$ cat src/rtl/lfse_pkg.sv
// Shared types and constants for the link frame stuffing encoder.
// No dependencies; imported by every module of the block.
`timescale 1ns / 1ps

package lfse_pkg;

  localparam logic [7:0] FLAG_BYTE    = 8'h7E;
  localparam logic [7:0] ESC_BYTE     = 8'h7D;
  localparam logic [7:0] ESC_MASK     = 8'h20;
  localparam logic [7:0] ADDRESS_INIT = 8'h03;

  localparam int QDEPTH = 2;
  localparam int QPTR_W = $clog2(QDEPTH);
  localparam int QCNT_W = $clog2(QDEPTH + 1);

  // One classified item handed from front to back.
  typedef struct packed {
    logic       sup;
    logic       hdr;
    logic       last;
    logic [7:0] data;
    logic [7:0] ctrl;
    logic [7:0] check;
  } desc_t;

  typedef enum logic [8:0] {
    S_FLAG  = 9'b000000001,
    S_ADDR  = 9'b000000010,
    S_CTRL  = 9'b000000100,
    S_HCHK  = 9'b000001000,
    S_DATA  = 9'b000010000,
    S_DESC  = 9'b000100000,
    S_CHK   = 9'b001000000,
    S_CESC  = 9'b010000000,
    S_CLOSE = 9'b100000000
  } seq_state_t;

  function automatic logic needs_escape(input logic [7:0] b);
    return (b == FLAG_BYTE) || (b == ESC_BYTE);
  endfunction

endpackage

$ cat src/rtl/lfse_front.sv
// Front end: accepts input items, tracks frame state and running check.
// Depends on lfse_pkg; feeds lfse_fifo.
`timescale 1ns / 1ps

module lfse_front (
  input  logic              clk,
  input  logic              rst,
  input  logic              in_valid,
  output logic              in_stall,
  input  logic              command,
  input  logic [7:0]        data_byte,
  input  logic [7:0]        control_byte,
  input  logic              first,
  input  logic              last,
  input  logic              q_full,
  output logic              q_push,
  output lfse_pkg::desc_t   q_desc
);
  import lfse_pkg::*;

  logic       in_frame;
  logic       in_frame_next;
  logic [7:0] payload_check;
  logic [7:0] payload_check_next;
  logic [7:0] check_base;
  logic       open_hdr;

  assign in_stall = q_full;
  assign q_push   = in_valid && !q_full;

  always_comb begin
    open_hdr   = command || first || !in_frame;
    check_base = open_hdr ? 8'h00 : payload_check;

    q_desc.sup   = command;
    q_desc.hdr   = open_hdr;
    q_desc.last  = !command && last;
    q_desc.data  = data_byte;
    q_desc.ctrl  = control_byte;
    q_desc.check = check_base ^ data_byte;

    if (command || last) begin
      in_frame_next      = 1'b0;
      payload_check_next = 8'h00;
    end else begin
      in_frame_next      = 1'b1;
      payload_check_next = q_desc.check;
    end
  end

  always_ff @(posedge clk) begin
    if (rst) begin
      in_frame      <= 1'b0;
      payload_check <= 8'h00;
    end else if (q_push) begin
      in_frame      <= in_frame_next;
      payload_check <= payload_check_next;
    end
  end

endmodule

$ cat src/rtl/lfse_fifo.sv
// Short item queue between front and back ends.
// Depends on lfse_pkg for the item type and depth.
`timescale 1ns / 1ps

module lfse_fifo (
  input  logic              clk,
  input  logic              rst,
  input  logic              push,
  input  lfse_pkg::desc_t   push_desc,
  output logic              full,
  input  logic              pop,
  output logic              nonempty,
  output lfse_pkg::desc_t   pop_desc
);
  import lfse_pkg::*;

  desc_t              mem [QDEPTH];
  logic [QPTR_W-1:0]  wr_ptr;
  logic [QPTR_W-1:0]  rd_ptr;
  logic [QCNT_W-1:0]  count;
  logic               do_push;
  logic               do_pop;

  assign full     = (count == QCNT_W'(QDEPTH));
  assign nonempty = (count != '0);
  assign do_push  = push && !full;
  assign do_pop   = pop && nonempty;
  assign pop_desc = mem[rd_ptr];

  always_ff @(posedge clk) begin
    if (do_push) begin
      mem[wr_ptr] <= push_desc;
    end
  end

  always_ff @(posedge clk) begin
    if (rst) begin
      wr_ptr <= '0;
      rd_ptr <= '0;
      count  <= '0;
    end else begin
      if (do_push) begin
        wr_ptr <= (wr_ptr == QPTR_W'(QDEPTH - 1)) ? '0 : wr_ptr + 1'b1;
      end
      if (do_pop) begin
        rd_ptr <= (rd_ptr == QPTR_W'(QDEPTH - 1)) ? '0 : rd_ptr + 1'b1;
      end
      if (do_push && !do_pop) begin
        count <= count + 1'b1;
      end else if (do_pop && !do_push) begin
        count <= count - 1'b1;
      end
    end
  end

  a_count_bound: assert property (@(posedge clk) disable iff (rst)
    count <= QCNT_W'(QDEPTH))
    else $error("queue count above depth");

  a_no_pop_empty: assert property (@(posedge clk) disable iff (rst)
    !nonempty |=> !$past(do_pop))
    else $error("pop from empty queue");

  a_pointers: assert property (@(posedge clk) disable iff (rst)
    (count == '0) || (count == QCNT_W'(QDEPTH)) || (wr_ptr != rd_ptr))
    else $error("queue pointers disagree with count");

endmodule

$ cat src/rtl/lfse_back.sv
// Back end: sequences header, stuffed payload, check and flag bytes.
// Depends on lfse_pkg; drains lfse_fifo into the output register.
`timescale 1ns / 1ps

module lfse_back (
  input  logic              clk,
  input  logic              rst,
  input  logic [7:0]        address,
  input  logic              q_nonempty,
  input  lfse_pkg::desc_t   q_desc,
  output logic              q_pop,
  output logic              out_valid,
  input  logic              out_stall,
  output logic [7:0]        out_byte,
  output logic              end_of_run,
  output logic              end_of_frame
);
  import lfse_pkg::*;

  desc_t      cur;
  logic       busy;
  seq_state_t state;
  seq_state_t state_next;
  logic       adv;
  logic [7:0] emit_byte;
  logic       emit_eof;
  logic       finishing;
  logic       load;

  assign adv = !out_valid || !out_stall;

  always_comb begin
    emit_byte  = FLAG_BYTE;
    emit_eof   = 1'b0;
    finishing  = 1'b0;
    state_next = state;
    unique case (state)
      S_FLAG: begin
        emit_byte  = FLAG_BYTE;
        state_next = S_ADDR;
      end
      S_ADDR: begin
        emit_byte  = address;
        state_next = S_CTRL;
      end
      S_CTRL: begin
        emit_byte  = cur.ctrl;
        state_next = S_HCHK;
      end
      S_HCHK: begin
        emit_byte  = address ^ cur.ctrl;
        state_next = cur.sup ? S_CLOSE : S_DATA;
      end
      S_DATA: begin
        if (needs_escape(cur.data)) begin
          emit_byte  = ESC_BYTE;
          state_next = S_DESC;
        end else begin
          emit_byte  = cur.data;
          state_next = S_CHK;
          finishing  = !cur.last;
        end
      end
      S_DESC: begin
        emit_byte  = cur.data ^ ESC_MASK;
        state_next = S_CHK;
        finishing  = !cur.last;
      end
      S_CHK: begin
        if (needs_escape(cur.check)) begin
          emit_byte  = ESC_BYTE;
          state_next = S_CESC;
        end else begin
          emit_byte  = cur.check;
          state_next = S_CLOSE;
        end
      end
      S_CESC: begin
        emit_byte  = cur.check ^ ESC_MASK;
        state_next = S_CLOSE;
      end
      S_CLOSE: begin
        emit_byte  = FLAG_BYTE;
        emit_eof   = 1'b1;
        finishing  = 1'b1;
        state_next = S_FLAG;
      end
      default: begin
        emit_byte  = FLAG_BYTE;
        state_next = S_FLAG;
      end
    endcase
  end

  assign load  = q_nonempty && (!busy || (adv && finishing));
  assign q_pop = load;

  always_ff @(posedge clk) begin
    if (load) begin
      cur <= q_desc;
    end
  end

  always_ff @(posedge clk) begin
    if (rst) begin
      busy  <= 1'b0;
      state <= S_FLAG;
    end else if (load) begin
      busy  <= 1'b1;
      state <= q_desc.hdr ? S_FLAG : S_DATA;
    end else if (busy && adv) begin
      busy  <= !finishing;
      state <= state_next;
    end
  end

  always_ff @(posedge clk) begin
    if (rst) begin
      out_valid <= 1'b0;
    end else if (adv) begin
      out_valid <= busy;
    end
  end

  always_ff @(posedge clk) begin
    if (adv && busy) begin
      out_byte     <= emit_byte;
      end_of_run   <= finishing;
      end_of_frame <= emit_eof;
    end
  end

  a_state_onehot: assert property (@(posedge clk) disable iff (rst)
    busy |-> $onehot(state))
    else $error("sequencer state not one-hot");

  a_eof_is_flag: assert property (@(posedge clk) disable iff (rst)
    (out_valid && end_of_frame) |-> (out_byte == FLAG_BYTE && end_of_run))
    else $error("closing flag malformed");

  a_escape_pair: assert property (@(posedge clk) disable iff (rst)
    (busy && (state == S_DESC || state == S_CESC))
      |-> (out_valid && out_byte == ESC_BYTE))
    else $error("escaped byte not preceded by escape");

endmodule

$ cat src/rtl/link_frame_stuffing_encoder.sv
// Top level of the link frame stuffing encoder: front, queue and back.
// Depends on lfse_pkg, lfse_front, lfse_fifo and lfse_back.
//
//   channel  direction  handshake               payload
//   in       input      in_valid / in_stall     command, data_byte, control_byte, first, last
//   out      output     out_valid / out_stall   out_byte, end_of_run, end_of_frame
//   cfg      input      cfg_valid / cfg_ready   cfg_data (address byte)
//
// The back end emits one byte per cycle unless out_stall holds it; an item causes
// 1 or 2 bytes for a payload byte, plus 4 for a header and 1 to 3 for a close.
// The two-entry queue lets the front take a new item while the back is still busy.
// Reset (rst, synchronous) closes any frame, clears the check and sets address 0x03.
// out_stall holds the output register; in_stall rises only when the queue is full.
`timescale 1ns / 1ps

module link_frame_stuffing_encoder (
  input  logic       clk,
  input  logic       rst,
  input  logic       in_valid,
  output logic       in_stall,
  input  logic       command,
  input  logic [7:0] data_byte,
  input  logic [7:0] control_byte,
  input  logic       first,
  input  logic       last,
  output logic       out_valid,
  input  logic       out_stall,
  output logic [7:0] out_byte,
  output logic       end_of_run,
  output logic       end_of_frame,
  input  logic       cfg_valid,
  output logic       cfg_ready,
  input  logic [7:0] cfg_data
);
  import lfse_pkg::*;

  logic [7:0] address;
  logic       q_full;
  logic       q_push;
  desc_t      push_desc;
  logic       q_pop;
  logic       q_nonempty;
  desc_t      pop_desc;

  assign cfg_ready = 1'b1;

  always_ff @(posedge clk) begin
    if (rst) begin
      address <= ADDRESS_INIT;
    end else if (cfg_valid && cfg_ready) begin
      address <= cfg_data;
    end
  end

  lfse_front u_front (
    .clk          (clk),
    .rst          (rst),
    .in_valid     (in_valid),
    .in_stall     (in_stall),
    .command      (command),
    .data_byte    (data_byte),
    .control_byte (control_byte),
    .first        (first),
    .last         (last),
    .q_full       (q_full),
    .q_push       (q_push),
    .q_desc       (push_desc)
  );

  lfse_fifo u_fifo (
    .clk       (clk),
    .rst       (rst),
    .push      (q_push),
    .push_desc (push_desc),
    .full      (q_full),
    .pop       (q_pop),
    .nonempty  (q_nonempty),
    .pop_desc  (pop_desc)
  );

  lfse_back u_back (
    .clk          (clk),
    .rst          (rst),
    .address      (address),
    .q_nonempty   (q_nonempty),
    .q_desc       (pop_desc),
    .q_pop        (q_pop),
    .out_valid    (out_valid),
    .out_stall    (out_stall),
    .out_byte     (out_byte),
    .end_of_run   (end_of_run),
    .end_of_frame (end_of_frame)
  );

endmodule
$ cat config.mk
export PLATFORM = sky130hd
export DESIGN_NAME = link_frame_stuffing_encoder
export DESIGN_NICKNAME = d
export VERILOG_FILES = /design/src/rtl/lfse_pkg.sv /design/src/rtl/lfse_front.sv /design/src/rtl/lfse_fifo.sv /design/src/rtl/lfse_back.sv /design/src/rtl/link_frame_stuffing_encoder.sv
export SDC_FILE = /design/constraint.sdc
export NUM_CORES = 1
export LEC_CHECK = 0
export ABC_AREA = 0
export BUFFER_PORTS_ARGS = -buffer_cell sky130_fd_sc_hd__buf_2
export CAP_MARGIN = 40
export CORE_MARGIN = 2
export CORE_UTILIZATION = 30
export DETAILED_ROUTE_END_ITERATION = 6
export GPL_ROUTABILITY_DRIVEN = 0
export PLACE_DENSITY = 0.45
export SLEW_MARGIN = 20
export SYNTH_ARGS = -nofsm -noshare
export SYNTH_HDL_FRONTEND = slang
export SYNTH_HIERARCHICAL = 1
export SYNTH_SLANG_ARGS = --single-unit
export TNS_END_PERCENT = 5
$ cat constraint.sdc
create_clock -name clk -period 5.4 [get_ports clk]
set_input_delay 0.81 -clock clk [delete_from_list [all_inputs] [get_ports clk]]
set_output_delay 0.81 -clock clk [all_outputs]
set_load 0.05 [all_outputs]
### Word level (Yosys, flattened, before mapping)

Memories as Yosys holds them, arrays and structs flattened. A register that Yosys moved wholly into a read port is not among the register bits.
Index checks and enable logic that the tools add are counted.

| operators by class | value |
|---|---|
| $add $sub $neg | 4 |
| $mul | 0 |
| divide/modulo/power cells | 0 |
| order comparisons | 0 |
| eq/ne operators | 14 |
| shifts and indexed selects | 0 |
| mux-type cells | 26 |
| bitwise operators | 4 |
| reduce and logical (&&, ||, !) cells | 29 |

Operators with widths:

| operator | count |
|---|---|
| $pmux 9 s8 | 1 |
| $pmux 8 s7 | 1 |
| $mux 9 | 4 |
| $eq 8x7->1 const B | 4 |
| $mux 8 | 4 |
| $xor 8x8->8 | 2 |
| $mux 1 | 11 |
| $logic_not 1->1 | 10 |
| $eq 9x1->1 const B | 1 |
| $eq 9x2->1 const B | 1 |
| $eq 9x3->1 const B | 1 |
| $eq 9x4->1 const B | 1 |
| $eq 9x5->1 const B | 1 |
| $eq 9x6->1 const B | 1 |
| $eq 9x7->1 const B | 1 |
| $eq 9x8->1 const B | 1 |
| $eq 9x9->1 const B | 1 |
| $logic_and 1x1->1 | 9 |
| $logic_or 1x1->1 | 7 |
| $mux 7 | 1 |
| $reduce_bool 2->1 | 3 |
| $mux 5 | 1 |
| $mux 2 | 2 |
| $pmux 1 s3 | 1 |
| other kinds (5) | 7 |

| storage, ports and cells | value |
|---|---|
| register bits after elaboration | 68 |
| bits in latches | 0 |
| RAM bits | 54 |
| ROM bits | 0 |
| input port bits | 32 |
| output and inout bits | 13 |
| logic and storage cells | 95 |
| memories | 1 |

Memory list:

| memory | words | width | read ports | clocked after memory_dff | wr ports | RTL line | text |
|---|---|---|---|---|---|---|---|
| u_fifo.mem | 2 | 27 | 1 | 1 | 1 | lfse_fifo.sv:17 | `desc_t mem [QDEPTH];` |

### Depth between registers and ports, before layout

Gate-level depths: netlist of run 1.

| logic depth | value |
|---|---|
| word-level depth | 11 |
| mapped depth | 10 |
| gate-level depth less buffers | 9 |

### Modules after synthesis

The synthesis of run 1 kept the hierarchy.

Modules (own cells, without submodules):

| module | instances | cells an instance | area an instance (sq um) | seq. area each (sq um) |
|---|---|---|---|---|
| lfse_back | 1 | 196 | 2272.2 | 1301.2 |
| lfse_fifo | 1 | 109 | 2165.8 | 1721.7 |
| lfse_front | 1 | 108 | 929.6 | 180.2 |
| link_frame_stuffing_encoder | 1 | 28 | 304.0 | 160.2 |

### Worst setup path before layout of run 1

Ideal clock, no wire load.

| timing | value |
|---|---|
| path type | in2reg |
| from | input out_stall |
| to | register u_fifo.count[1] |
| setup time | 0.070 ns |
| data arrival time | 2.730 ns |
| data required time | 5.330 ns |
| slack | 2.600 ns |
| stages on the path | 8 |
| path buffers | 0 |
| cells stage by stage | nand2_1 and3_1 a32oi_1 nand2_2 o21ai_0 ha_1 or3_1 a21oi_1 |

| between the ends | value |
|---|---|
| longest elaborated chain between the ends | 9 |
| elaborated cells on any way between the ends | 11 |
| classes of those cells | mux: 1; reduce/logical: 10 |

Ends and longest elaborated chain:

| what | RTL line | text |
|---|---|---|
| start, declared | link_frame_stuffing_encoder.sv:27 | `input logic out_stall,` |
| $logic_not 1->1 * | lfse_back.sv:30 | `assign adv = !out_valid \|\| !out_stall;` |
| $logic_or 1x1->1 * | lfse_back.sv:30 |  |
| $logic_and 1x1->1 * | lfse_back.sv:95 | `assign load = q_nonempty && (!busy \|\| (adv && finishing));` |
| $logic_or 1x1->1 * | lfse_back.sv:95 |  |
| $logic_and 1x1->1 * | lfse_back.sv:95 |  |
| named net q_pop | link_frame_stuffing_encoder.sv:41 | `logic q_pop;` |
| $logic_and 1x1->1 * | lfse_fifo.sv:27 | `assign do_pop = pop && nonempty;` |
| $logic_not 1->1 | lfse_fifo.sv:48 | `if (do_push && !do_pop) begin` |
| $logic_and 1x1->1 | lfse_fifo.sv:48 |  |
| $mux 2 or $reduce_bool 2->1 (tied branches) | - |  |
| end signal, assigned | lfse_fifo.sv:49 | `count <= count + 1'b1;` |
| end signal, assigned | lfse_fifo.sv:51 | `count <= count - 1'b1;` |
| end, declared | lfse_fifo.sv:20 | `logic [QCNT_W-1:0] count;` |

The timed path passes the listed nets; every way through them passes the cells marked *.
A chain may end at the register's enable or synchronous reset.

### Worst setup path in the final report of run 1

| timing | value |
|---|---|
| from | register u_back.state[5] |
| to | register u_fifo.count[1] |

| between the ends | value |
|---|---|
| longest elaborated chain between the ends | 9 |
| elaborated cells on any way between the ends | 13 |
| classes of those cells | eq/ne: 3; mux: 2; reduce/logical: 8 |

Ends and longest elaborated chain:

| what | RTL line | text |
|---|---|---|
| start, declared | lfse_back.sv:22 | `seq_state_t state;` |
| start signal, assigned | lfse_back.sv:110 | `state <= q_desc.hdr ? S_FLAG : S_DATA;` |
| start signal, assigned | lfse_back.sv:113 | `state <= state_next;` |
| $eq 9x9->1 (tied with other cells) | lfse_back.sv:37 | `unique case (state)` |
| $pmux 1 s3 * | lfse_back.sv:37 |  |
| $logic_and 1x1->1 * | lfse_back.sv:95 |  |
| $logic_or 1x1->1 * | lfse_back.sv:95 |  |
| $logic_and 1x1->1 * | lfse_back.sv:95 |  |
| named net q_pop | link_frame_stuffing_encoder.sv:41 |  |
| $logic_and 1x1->1 * | lfse_fifo.sv:27 |  |
| $logic_not 1->1 | lfse_fifo.sv:48 |  |
| $logic_and 1x1->1 | lfse_fifo.sv:48 |  |
| $mux 2 or $reduce_bool 2->1 (tied branches) | - |  |

Marks and branches as above.

==> flow_summary_export.csv, run 1 <==
group,metric,value,unit
status,outcome,"completed",
sta,tightest_slew,0.677,ns
sta,setup_tns,0,ns
sta,slew-limit-headroom,54.7,%
global_route,gr-usage-all-layers,11.9,%
final_layout,drive_gt1_share,25.3,%
route,ant_nets,0,
logic_synthesis,syn_nets,474,
logic_synthesis,yosys.area.top_type,"edfxtp_1",
route,routed_wl,11300,um
placement,port_buffers,43,
power_and_ir_drop,vdd_drop_max,0.195,mV
logic_synthesis,synth_ff_type,"edfxtp_1",
clocking,cts_sinks,123,
logic_synthesis,netlist_instances,441,
clocking,cts_setup_buffers,0,
final_layout,finish.utilization,34.7,%
setup_path,crit_type,"register to register",
setup_path,end_kind,"register",
route,routed_via_density,4.82,
floorplanning,start_util,30.4,%
sta,drv_slew,0,
sta,clock_skew,0.00792,ns
final_layout,diodes,0,
floorplanning,top_level_ports,45,
clocking,clk_pin_slew,0.06,ns
logic_synthesis,yosysWarnings,6,
setup_path,timing.rr.start,"u_back/state[5]$_SDFFE_PP0P_",
clocking,insertion_delay,0.41,ns
flow_run,max_cap_violations,0,
hold_path,hp-start,"u_front/in_frame$_SDFFE_PP0P_",
global_route,first_global_vias,3407,
route,drc,0,
clocking,cts_tree,"yes",
power_and_ir_drop,power,3.05,mW
logic_synthesis,synth_seq_cells,123,
setup_path,r2r-end,"u_fifo/count[1]$_SDFFE_PP0P_",
floorplanning,dieWidth,141,um
logic_synthesis,synth-async-reset-ratio,0,%
sta,period_share,60.2,%
global_route,grt_start_max_net_pins,30,
sta,fin_hold_ws,0.484,ns
logic_synthesis,synth_seq_area_share,59.3,%
sta,rsz0062_at_grt,"false",
logic_synthesis,synth_cell_types,66,
route,via_count,3435,
hold_path,hold_end,"u_front/in_frame$_SDFFE_PP0P_",
setup_path,crit_fanout,29,
setup_path,rrSetupSlack,2.15,ns
logic_synthesis,synthDominantCellAreaShare,47.7,%
sta,hold_viol,0,
route,wl_per_cell,15.9,um
clocking,root_buffer,"clkbuf_16",
clocking,cts_buffers,17,
sta,clock.fmax,307,MHz
setup_path,worst-r2r-cell-count,8,
hold_path,hold_class,"register to register",
final_layout,mostFrequentLayoutCells,"edfxtp_1 (90), buf_2 (43), dfxtp_1 (33)",
clocking,clock_path_buffers,2,
logic_synthesis,yosys-top-cells-area,"edfxtp_1 (48%), dfxtp_1 (12%), mux2_2 (5.4%), buf_4 (3.0%), mux2i_1 (2.6%)",
final_layout,final_common_cell,"edfxtp_1",
floorplanning,fp.dieH,141,um
logic_synthesis,syn_area,5670,um^2
global_route,antenna_found_initial,0,
logic_synthesis,synth_edf_count,90,
logic_synthesis,avgSynthCellArea,12.9,um^2
placement,placed_cell_area,5920,um^2
global_route,grt-ovfl-total,0,
placement,dp_hpwl,7780,um
clocking,hold_buffers,0,
floorplanning,core-area,18600,um^2
final_layout,postLayoutCellArea,6460,um^2
route,first_pass_iters,5,
final_layout,area_delta_synth_final,13.9,%
route,drtIter0Drc,264,
power_and_ir_drop,power.density,472,nW/um^2
floorplanning,rows,50,
setup_path,cp_data_required_time,5.74,ns
setup_path,cp.arrival,3.59,ns
global_route,grt_first_pass_wirelength,18200,um
power_and_ir_drop,leakage,2.20,nW
hold_path,hold_depth,2,
floorplanning,dieArea,20000,um^2
final_layout,fin_nets,499,
sta,min_period,3.25,ns
setup_path,critPathLaunchType,"register",
sta,setup_violations,0,
clocking,cts_resized,0,
clocking,htreeDepth,4,
metrics by stage:
stage | setup WS (ns) | cells
after floorplan | 2.60 | 441
after global placement | 2.20 | 681
after detailed placement | 2.14 | 681
after CTS | 2.12 | 712
after global routing | 1.93 | 712
final | 2.15 | 712
critical path: stages, from the launching register on:
cell and delay (ns):
dfxtp_1 0.50, nor2b_1 0.48, o2111a_4 0.37, o311ai_2 0.15
nand2_2 0.54, o21ai_0 0.28, ha_1 0.38, or3_1 0.35
a21oi_1 0.13
cells by family (layout without fill, tap and decap cells):
family / count (synthesis) / after routing / share of synthesized area [%]
adders and majority gates: 1 / 1 / 0.221
other: 1 / 1 / 0.0661
xor gates and xnor gates: 15 / 15 / 2.32
muxes: 43 / 43 / 8.21
and+or+nand+nor: 140 / 140 / 15.8
DFF: 123 / 123 / 59.3
AOI/OAI and AO/OA: 69 / 69 / 8.56
buffers and inverters: 49 / 86 / 5.58
power breakdown:
| part | switching [mW] | internal, mW |
|---|---|---|
| clock network | 0.381 | 0.668 |
| logic | 0.402 | 0.209 |
| registers | 0.106 | 1.28 |
| total | 0.889 | 2.16 |
synth_stat cells (all sizes together), types with 3 or more instances:
library cell,instances
edfxtp,90
buf,35
nand2,34
dfxtp,33
mux2,28
nor2,26
o21ai,21
mux2i,15
a21oi,13
nor4b,12
nand3b,10
nor2b,10
xnor2,10
inv,9
a31oi,8
nand3,7
and3,5
and4bb,5
clkbuf,5
nand4,5
xor2,5
a22oi,4
nor3,4
nor3b,4
a222oi,3
nor4bb,3
or3,3
registers in the layout, summed over array words and instances, names as in the netlist, named ones only:
name	cells
u_front/in_frame	1
u_back/end_of_frame	1
u_back/end_of_run	1
u_front/payload_check	8
u_fifo/wr_ptr	1
u_back/cur	26
u_back/out_byte	8
u_back/busy	1
u_fifo/count	2
u_back/state	9
u_fifo/mem	54
u_back/out_valid	1
address	8
u_fifo/rd_ptr	1
how the worst max path moves through the flow:
stage	from	to	slack, ns
floorplan	out_stall	u_fifo/count[1]$_SDFFE_PP0P_	2.60
global route	u_back/state[5]$_SDFFE_PP0P_	u_fifo/count[1]$_SDFFE_PP0P_	1.93
detailed placement	u_back/state[5]$_SDFFE_PP0P_	u_fifo/count[1]$_SDFFE_PP0P_	2.14
CTS	u_back/state[5]$_SDFFE_PP0P_	u_fifo/count[1]$_SDFFE_PP0P_	2.12
finish	u_back/state[5]$_SDFFE_PP0P_	u_fifo/count[1]$_SDFFE_PP0P_	2.15
global placement	u_back/state[5]$_SDFFE_PP0P_	u_fifo/count[1]$_SDFFE_PP0P_	2.20
layer usage:
| layer | global-route usage [%] | routed length, um | vias up |
|---|---|---|---|
| li1 | - | - | 1695 |
| met4 | 5.05 | 187 | 0 |
| met3 | 3.64 | 489 | 16 |
| met1 | 16.0 | 5560 | 1650 |
| met2 | 17.9 | 5050 | 74 |
| met5 | 0 | 0 | - |
layout make-up:
| class | count | area [um^2] |
|---|---|---|
| tap | 234 | 293 |
| sequential | 123 | 3360 |
| inverter | 9 | 33.8 |
| multi-input combinational | 269 | 1990 |
| fill | 1842 | 12200 |
| timing repair buffer | 46 | 238 |
| clock buffer | 21 | 440 |
| clock inverter | 10 | 101 |
Power figures use the tool's default switching activity.
==> run 2: changes to the inputs <==
- PLACE_DENSITY: 0.45 -> 0.46
- clock period: 5.4 -> 2.75 ns (I/O delays scaled with it)
==> flow_summary_export.csv, run 2 (same netlist as run 1, synthesis figures left out) <==
group,metric,value,unit
clocking,cts_setup_buffers,0,
sta,clock_skew,0.00518,ns
flow_run,max_cap_violations,0,
sta,hold_viol,0,
sta,setup_tns,0,ns
setup_path,crit_type,"register to register",
clocking,hold_buffers,0,
setup_path,crit_fanout,3,
sta,drv_slew,0,
route,ant_nets,0,
global_route,first_global_vias,3528,
global_route,busiest_layer,"met2",
floorplanning,fp.dieH,141,um
final_layout,finish.utilization,35.0,%
route,first_pass_iters,5,
clocking,cts_buffers,17,
sta,slew-limit-headroom,58.0,%
clocking,insertion_delay,0.40,ns
global_route,grt_start_max_net_pins,29,
global_route,grt_first_pass_wirelength,18900,um
placement,port_buffers,43,
route,wl_per_cell,16.4,um
floorplanning,rows,50,
global_route,gr-usage-all-layers,12.3,%
floorplanning,core-area,18600,um^2
route,via_count,3569,
global_route,antenna_found_initial,0,
global_route,met2_usage,19.2,%
setup_path,critPathLaunchType,"register",
final_layout,area_delta_synth_final,14.9,%
final_layout,largest_reg_flops,54,
power_and_ir_drop,vdd_drop_max,0.420,mV
sta,period_share,91.2,%
final_layout,final_common_cell,"edfxtp_1",
floorplanning,top_level_ports,45,
route,routed_wl,11800,um
final_layout,drive_gt1_share,25.7,%
sta,clock.fmax,399,MHz
placement,dp_hpwl,8150,um
floorplanning,start_util,30.4,%
floorplanning,dieArea,20000,um^2
sta,tightest_slew,0.629,ns
global_route,met3_usage,3.95,%
status,outcome,"completed",
setup_path,rrSetupSlack,0.24,ns
final_layout,diodes,0,
route,drc,0,
setup_path,worst-r2r-cell-count,8,
clocking,htreeDepth,4,
sta,setup_violations,0,
power_and_ir_drop,power.density,916,nW/um^2
final_layout,largest-register,"u_fifo/mem",
sta,min_period,2.51,ns
setup_path,cp_data_required_time,3.08,ns
setup_path,crit_start,"u_back/cur[21]$_DFFE_PP_",
final_layout,fin_nets,507,
hold_path,hold_class,"primary input to register",
setup_path,end_kind,"register",
setup_path,timing.rr.start,"u_back/cur[21]$_DFFE_PP_",
power_and_ir_drop,leakage,2.23,nW
setup_path,cp.arrival,2.84,ns
route,drtIter0Drc,271,
setup_path,cp-endpoint,"u_fifo/count[1]$_SDFFE_PP0P_",
clocking,clock_path_buffers,2,
clocking,cts_tree,"yes",
floorplanning,dieWidth,141,um
final_layout,mostFrequentLayoutCells,"edfxtp_1 (90), buf_2 (43), dfxtp_1 (33)",
route,routed_via_density,4.95,
global_route,grt-ovfl-total,0,
setup_path,r2r-end,"u_fifo/count[1]$_SDFFE_PP0P_",
final_layout,reg.largest.list,"u_fifo/mem: 54 flops, u_back/cur: 26 flops, u_back/state: 9 flops",
clocking,cts_resized,0,
clocking,clk_pin_slew,0.05,ns
power_and_ir_drop,power,5.97,mW
global_route,groute.layer.met1.usage,16.1,%
clocking,cts_sinks,123,
sta,rsz0062_at_grt,"false",
clocking,root_buffer,"clkbuf_16",
## run 2: cell types whose count changed in the layout (fill, tap and decap cells not counted), sizes merged
cell      before  now
buf           46   54
bufinv         2    1
clkinvlp       0    1
clkinv         8    9
## run 2: routing by layer
metal | routed length [um] | part of all wire (%)
met1 | 5780 | 49
met2 | 5410 | 46
met3 | 494 | 4.2
met4 | 160 | 1.4
met5 | 0 | 0
## run 2: worst min-delay path by stage
stage                                        startpoint                             to  depth (start not counted)
after global placement    u_front/in_frame$_SDFFE_PP0P_  u_front/in_frame$_SDFFE_PP0P_                          2
final                                   control_byte[1]     u_fifo/mem[0][9]$_DFFE_PP_                          1
after global routing                    control_byte[3]    u_fifo/mem[1][11]$_DFFE_PP_                          1
after detailed placement  u_front/in_frame$_SDFFE_PP0P_  u_front/in_frame$_SDFFE_PP0P_                          2
after CTS                               control_byte[6]    u_fifo/mem[1][14]$_DFFE_PP_                          1
after floorplan           u_front/in_frame$_SDFFE_PP0P_  u_front/in_frame$_SDFFE_PP0P_                          2
## run 2: stage by stage
| stage | instances | area, um^2 | setup WS [ns] | hold slack [ns] |
|---|---|---|---|---|
| 3_3_place_gp | 689 | 6000 | 0.307 | 0.457 |
| 5_1_grt | 721 | 6520 | 0.0304 | 0.174 |
| 3_5_place_dp | 689 | 6000 | 0.257 | 0.471 |
| 4_1_cts | 721 | 6520 | 0.242 | 0.176 |
| 2_1_floorplan | 441 | 5680 | 0.132 | 0.447 |
| 6_report | 721 | 6520 | 0.243 | 0.197 |
## run 2: final cells by class
type,count,area (um^2)
fillers,1842,12100
inverters,9,33.8
repair buffers,54,310
multi-input cells,269,2000
clock inverters,11,78.8
well taps,234,293
clock buffers,21,440
flip-flops and latches,123,3360
## run 2: power breakdown
group / total, mW / internal [mW] / switching, mW / leakage [nW]
clock: 1.95 / 1.22 / 0.730 / 0.250
sequential: 2.72 / 2.51 / 0.206 / 1.09
combinational: 1.30 / 0.473 / 0.825 / 0.892
total: 5.97 / 4.21 / 1.76 / 2.23
## run 2: critical path, cell delays in order, from the launching register on
cell      delay [ns]
edfxtp_1        0.38
nand4_1         0.13
or3b_1          0.44
o311ai_2        0.45
nand2_4         0.07
o21ai_0         0.15
ha_1            0.34
or3_1           0.35
a21oi_1         0.13
==> run 3: changes to the inputs <==
- ABC_AREA: 0 -> 1
==> flow_summary_export.csv, run 3 <==
group,metric,value,unit
status,outcome,"completed",
global_route,first_global_vias,3409,
global_route,gr-usage-all-layers,11.8,%
placement,dp_hpwl,7940,um
final_layout,diodes,0,
sta,clock_skew,0.0118,ns
final_layout,area_delta_synth_final,14.8,%
route,routed_wl,11300,um
logic_synthesis,syn_nets,543,
clocking,cts_tree,"yes",
final_layout,mostFrequentLayoutCells,"nand2_1 (105), edfxtp_1 (90), inv_1 (46)",
setup_path,crit_fanout,5,
sta,tightest_slew,0.606,ns
global_route,grt_start_max_net_pins,29,
logic_synthesis,synthDominantCellAreaShare,48.1,%
global_route,grt-ovfl-total,0,
floorplanning,dieArea,19800,um^2
logic_synthesis,syn_area,5610,um^2
logic_synthesis,synth.most_common_cell,"nand2_1",
logic_synthesis,avgSynthCellArea,11.0,um^2
clocking,cts_setup_buffers,0,
final_layout,reg.largest.list,"u_fifo/mem: 54 flops, u_back/cur: 26 flops, u_back/state: 9 flops",
clocking,insertion_delay,0.42,ns
setup_path,cp.arrival,2.52,ns
sta,hold_viol,0,
route,first_pass_iters,7,
hold_path,hold_class,"primary input to register",
route,wl_per_cell,14.2,um
route,via_count,3702,
setup_path,cp_data_required_time,3.10,ns
sta,min_period,2.17,ns
final_layout,final_common_cell,"nand2_1",
flow_run,max_cap_violations,0,
logic_synthesis,netlist_instances,510,
logic_synthesis,synth_seq_area_share,59.9,%
floorplanning,fp.dieH,141,um
logic_synthesis,yosys-top-cells-area,"edfxtp_1 (48%), dfxtp_1 (12%), nand2_1 (7.0%), mux2_4 (5.3%), inv_1 (3.1%)",
logic_synthesis,synth_edf_count,90,
logic_synthesis,synth_common_cells,"nand2_1 (105), edfxtp_1 (90), inv_1 (46)",
clocking,hold_buffers,0,
floorplanning,rows,50,
clocking,cts_resized,0,
logic_synthesis,yosysWarnings,6,
setup_path,crit_type,"register to register",
floorplanning,dieWidth,141,um
final_layout,largest-register,"u_fifo/mem",
global_route,grt_first_pass_wirelength,18100,um
clocking,cts_buffers,17,
floorplanning,start_util,30.3,%
sta,rsz0062_at_grt,"false",
clocking,cts_sinks,123,
setup_path,end_kind,"register",
power_and_ir_drop,leakage,2.50,nW
route,drc,0,
final_layout,drive_gt1_share,24.6,%
logic_synthesis,synth_ff_type,"edfxtp_1",
placement,port_buffers,43,
clocking,clk_pin_slew,0.06,ns
setup_path,critPathLaunchType,"register",
final_layout,finish.utilization,34.8,%
clocking,clock_path_buffers,2,
sta,drv_slew,0,
route,drtIter0Drc,299,
clocking,root_buffer,"clkbuf_16",
power_and_ir_drop,power.density,949,nW/um^2
route,ant_nets,0,
route,routed_via_density,4.66,
sta,clock.fmax,460,MHz
sta,slew-limit-headroom,59.6,%
power_and_ir_drop,vdd_drop_max,0.395,mV
sta,setup_tns,0,ns
global_route,antenna_found_initial,0,
floorplanning,top_level_ports,45,
logic_synthesis,synth-async-reset-ratio,0,%
sta,period_share,79.0,%
clocking,htreeDepth,4,
logic_synthesis,synth_seq_cells,123,
logic_synthesis,synth_cell_types,39,
sta,setup_violations,0,
final_layout,largest_reg_flops,54,
final_layout,fin_nets,581,
floorplanning,core-area,18500,um^2
logic_synthesis,yosys.area.top_type,"edfxtp_1",
-- run 3: cell count changes after synthesis, sizes merged, moves of 9 or more --
| cell | change |
|---|---|
| xnor2 | -10 |
| mux2i | -14 |
| nand2 | +78 |
| a21oi | +9 |
| nand4 | +17 |
| nor2b | -10 |
| nor4b | -12 |
| nand3 | +31 |
| nor2 | +20 |
| inv | +43 |
-- run 3: cell families (layout without fill, tap and decap cells) --
| logic type | count (synthesis) | count (layout) | synth area share, % |
|---|---|---|---|
| mux | 28 | 28 | 6.93 |
| fa+ha+maj | 1 | 1 | 0.223 |
| flops | 123 | 123 | 59.9 |
| simple gates | 226 | 226 | 19.5 |
| other cells | 1 | 1 | 0.0668 |
| buf+inv | 81 | 132 | 7.89 |
| compound gates | 50 | 50 | 5.46 |
-- run 3: worst max-delay path: stages, from the launching register on --
cell     delay, ns
dfxtp_1       0.39
inv_1         0.13
nor2_1        0.15
nand3_1       0.16
nor2_1        0.15
nor2_2        0.06
nand2_2       0.05
nand3_2       0.06
nand2_2       0.10
nand2_4       0.07
inv_1         0.08
nand2_1       0.06
ha_1          0.31
inv_1         0.08
nand3_1       0.08
nand2_1       0.06
inv_1         0.03
nor2_1        0.09
-- run 3: layer usage --
| metal | wire (um) | track usage (%) |
|---|---|---|
| met5 | 0 | 0 |
| met4 | 243 | 5.42 |
| met3 | 476 | 3.40 |
| met2 | 5290 | 18.8 |
| met1 | 5240 | 15.0 |
-- run 3: final timing paths --
path / from / end / slack [ns] / cells past startpoint
worst max-delay path: u_back/state[5]$_SDFFE_PP0P_ / u_fifo/count[1]$_SDFFE_PP0P_ / 0.58 / 17
worst min-delay path: control_byte[4] / u_fifo/mem[1][12]$_DFFE_PP_ / 0.18 / 1
worst max register to register: u_back/state[5]$_SDFFE_PP0P_ / u_fifo/count[1]$_SDFFE_PP0P_ / 0.58 / 17
worst min register to register: u_front/payload_check[0]$_SDFFE_PP0P_ / u_front/payload_check[0]$_SDFFE_PP0P_ / 0.48 / 2
-- run 3: area by class of cell --
| class | instances | area (um^2) |
|---|---|---|
| Clock buffer | 18 | 429 |
| Clock inverter | 14 | 81.3 |
| Fill cell | 1857 | 12100 |
| Inverter | 52 | 198 |
| Multi-Input combinational cell | 306 | 1810 |
| Sequential cell | 123 | 3360 |
| Tap cell | 234 | 293 |
| Timing Repair Buffer | 48 | 265 |
-- run 3: stage by stage --
stage	power, mW	cell area, um^2	worst slack (ns)	cells	hold slack [ns]
after floorplan	3.88	5610	0.291	510	0.444
after detailed placement	4.26	5930	0.663	763	0.473
after global routing	6.46	6440	0.375	795	0.165
final	6.11	6440	0.576	795	0.183
after global placement	4.23	5930	0.741	763	0.467
after CTS	6.20	6440	0.617	795	0.159
-- run 3: report_power, final --
part	switching [mW]	internal, mW
Clock	0.783	1.13
Combinational	0.951	0.511
Sequential	0.211	2.53
Total	1.94	4.17
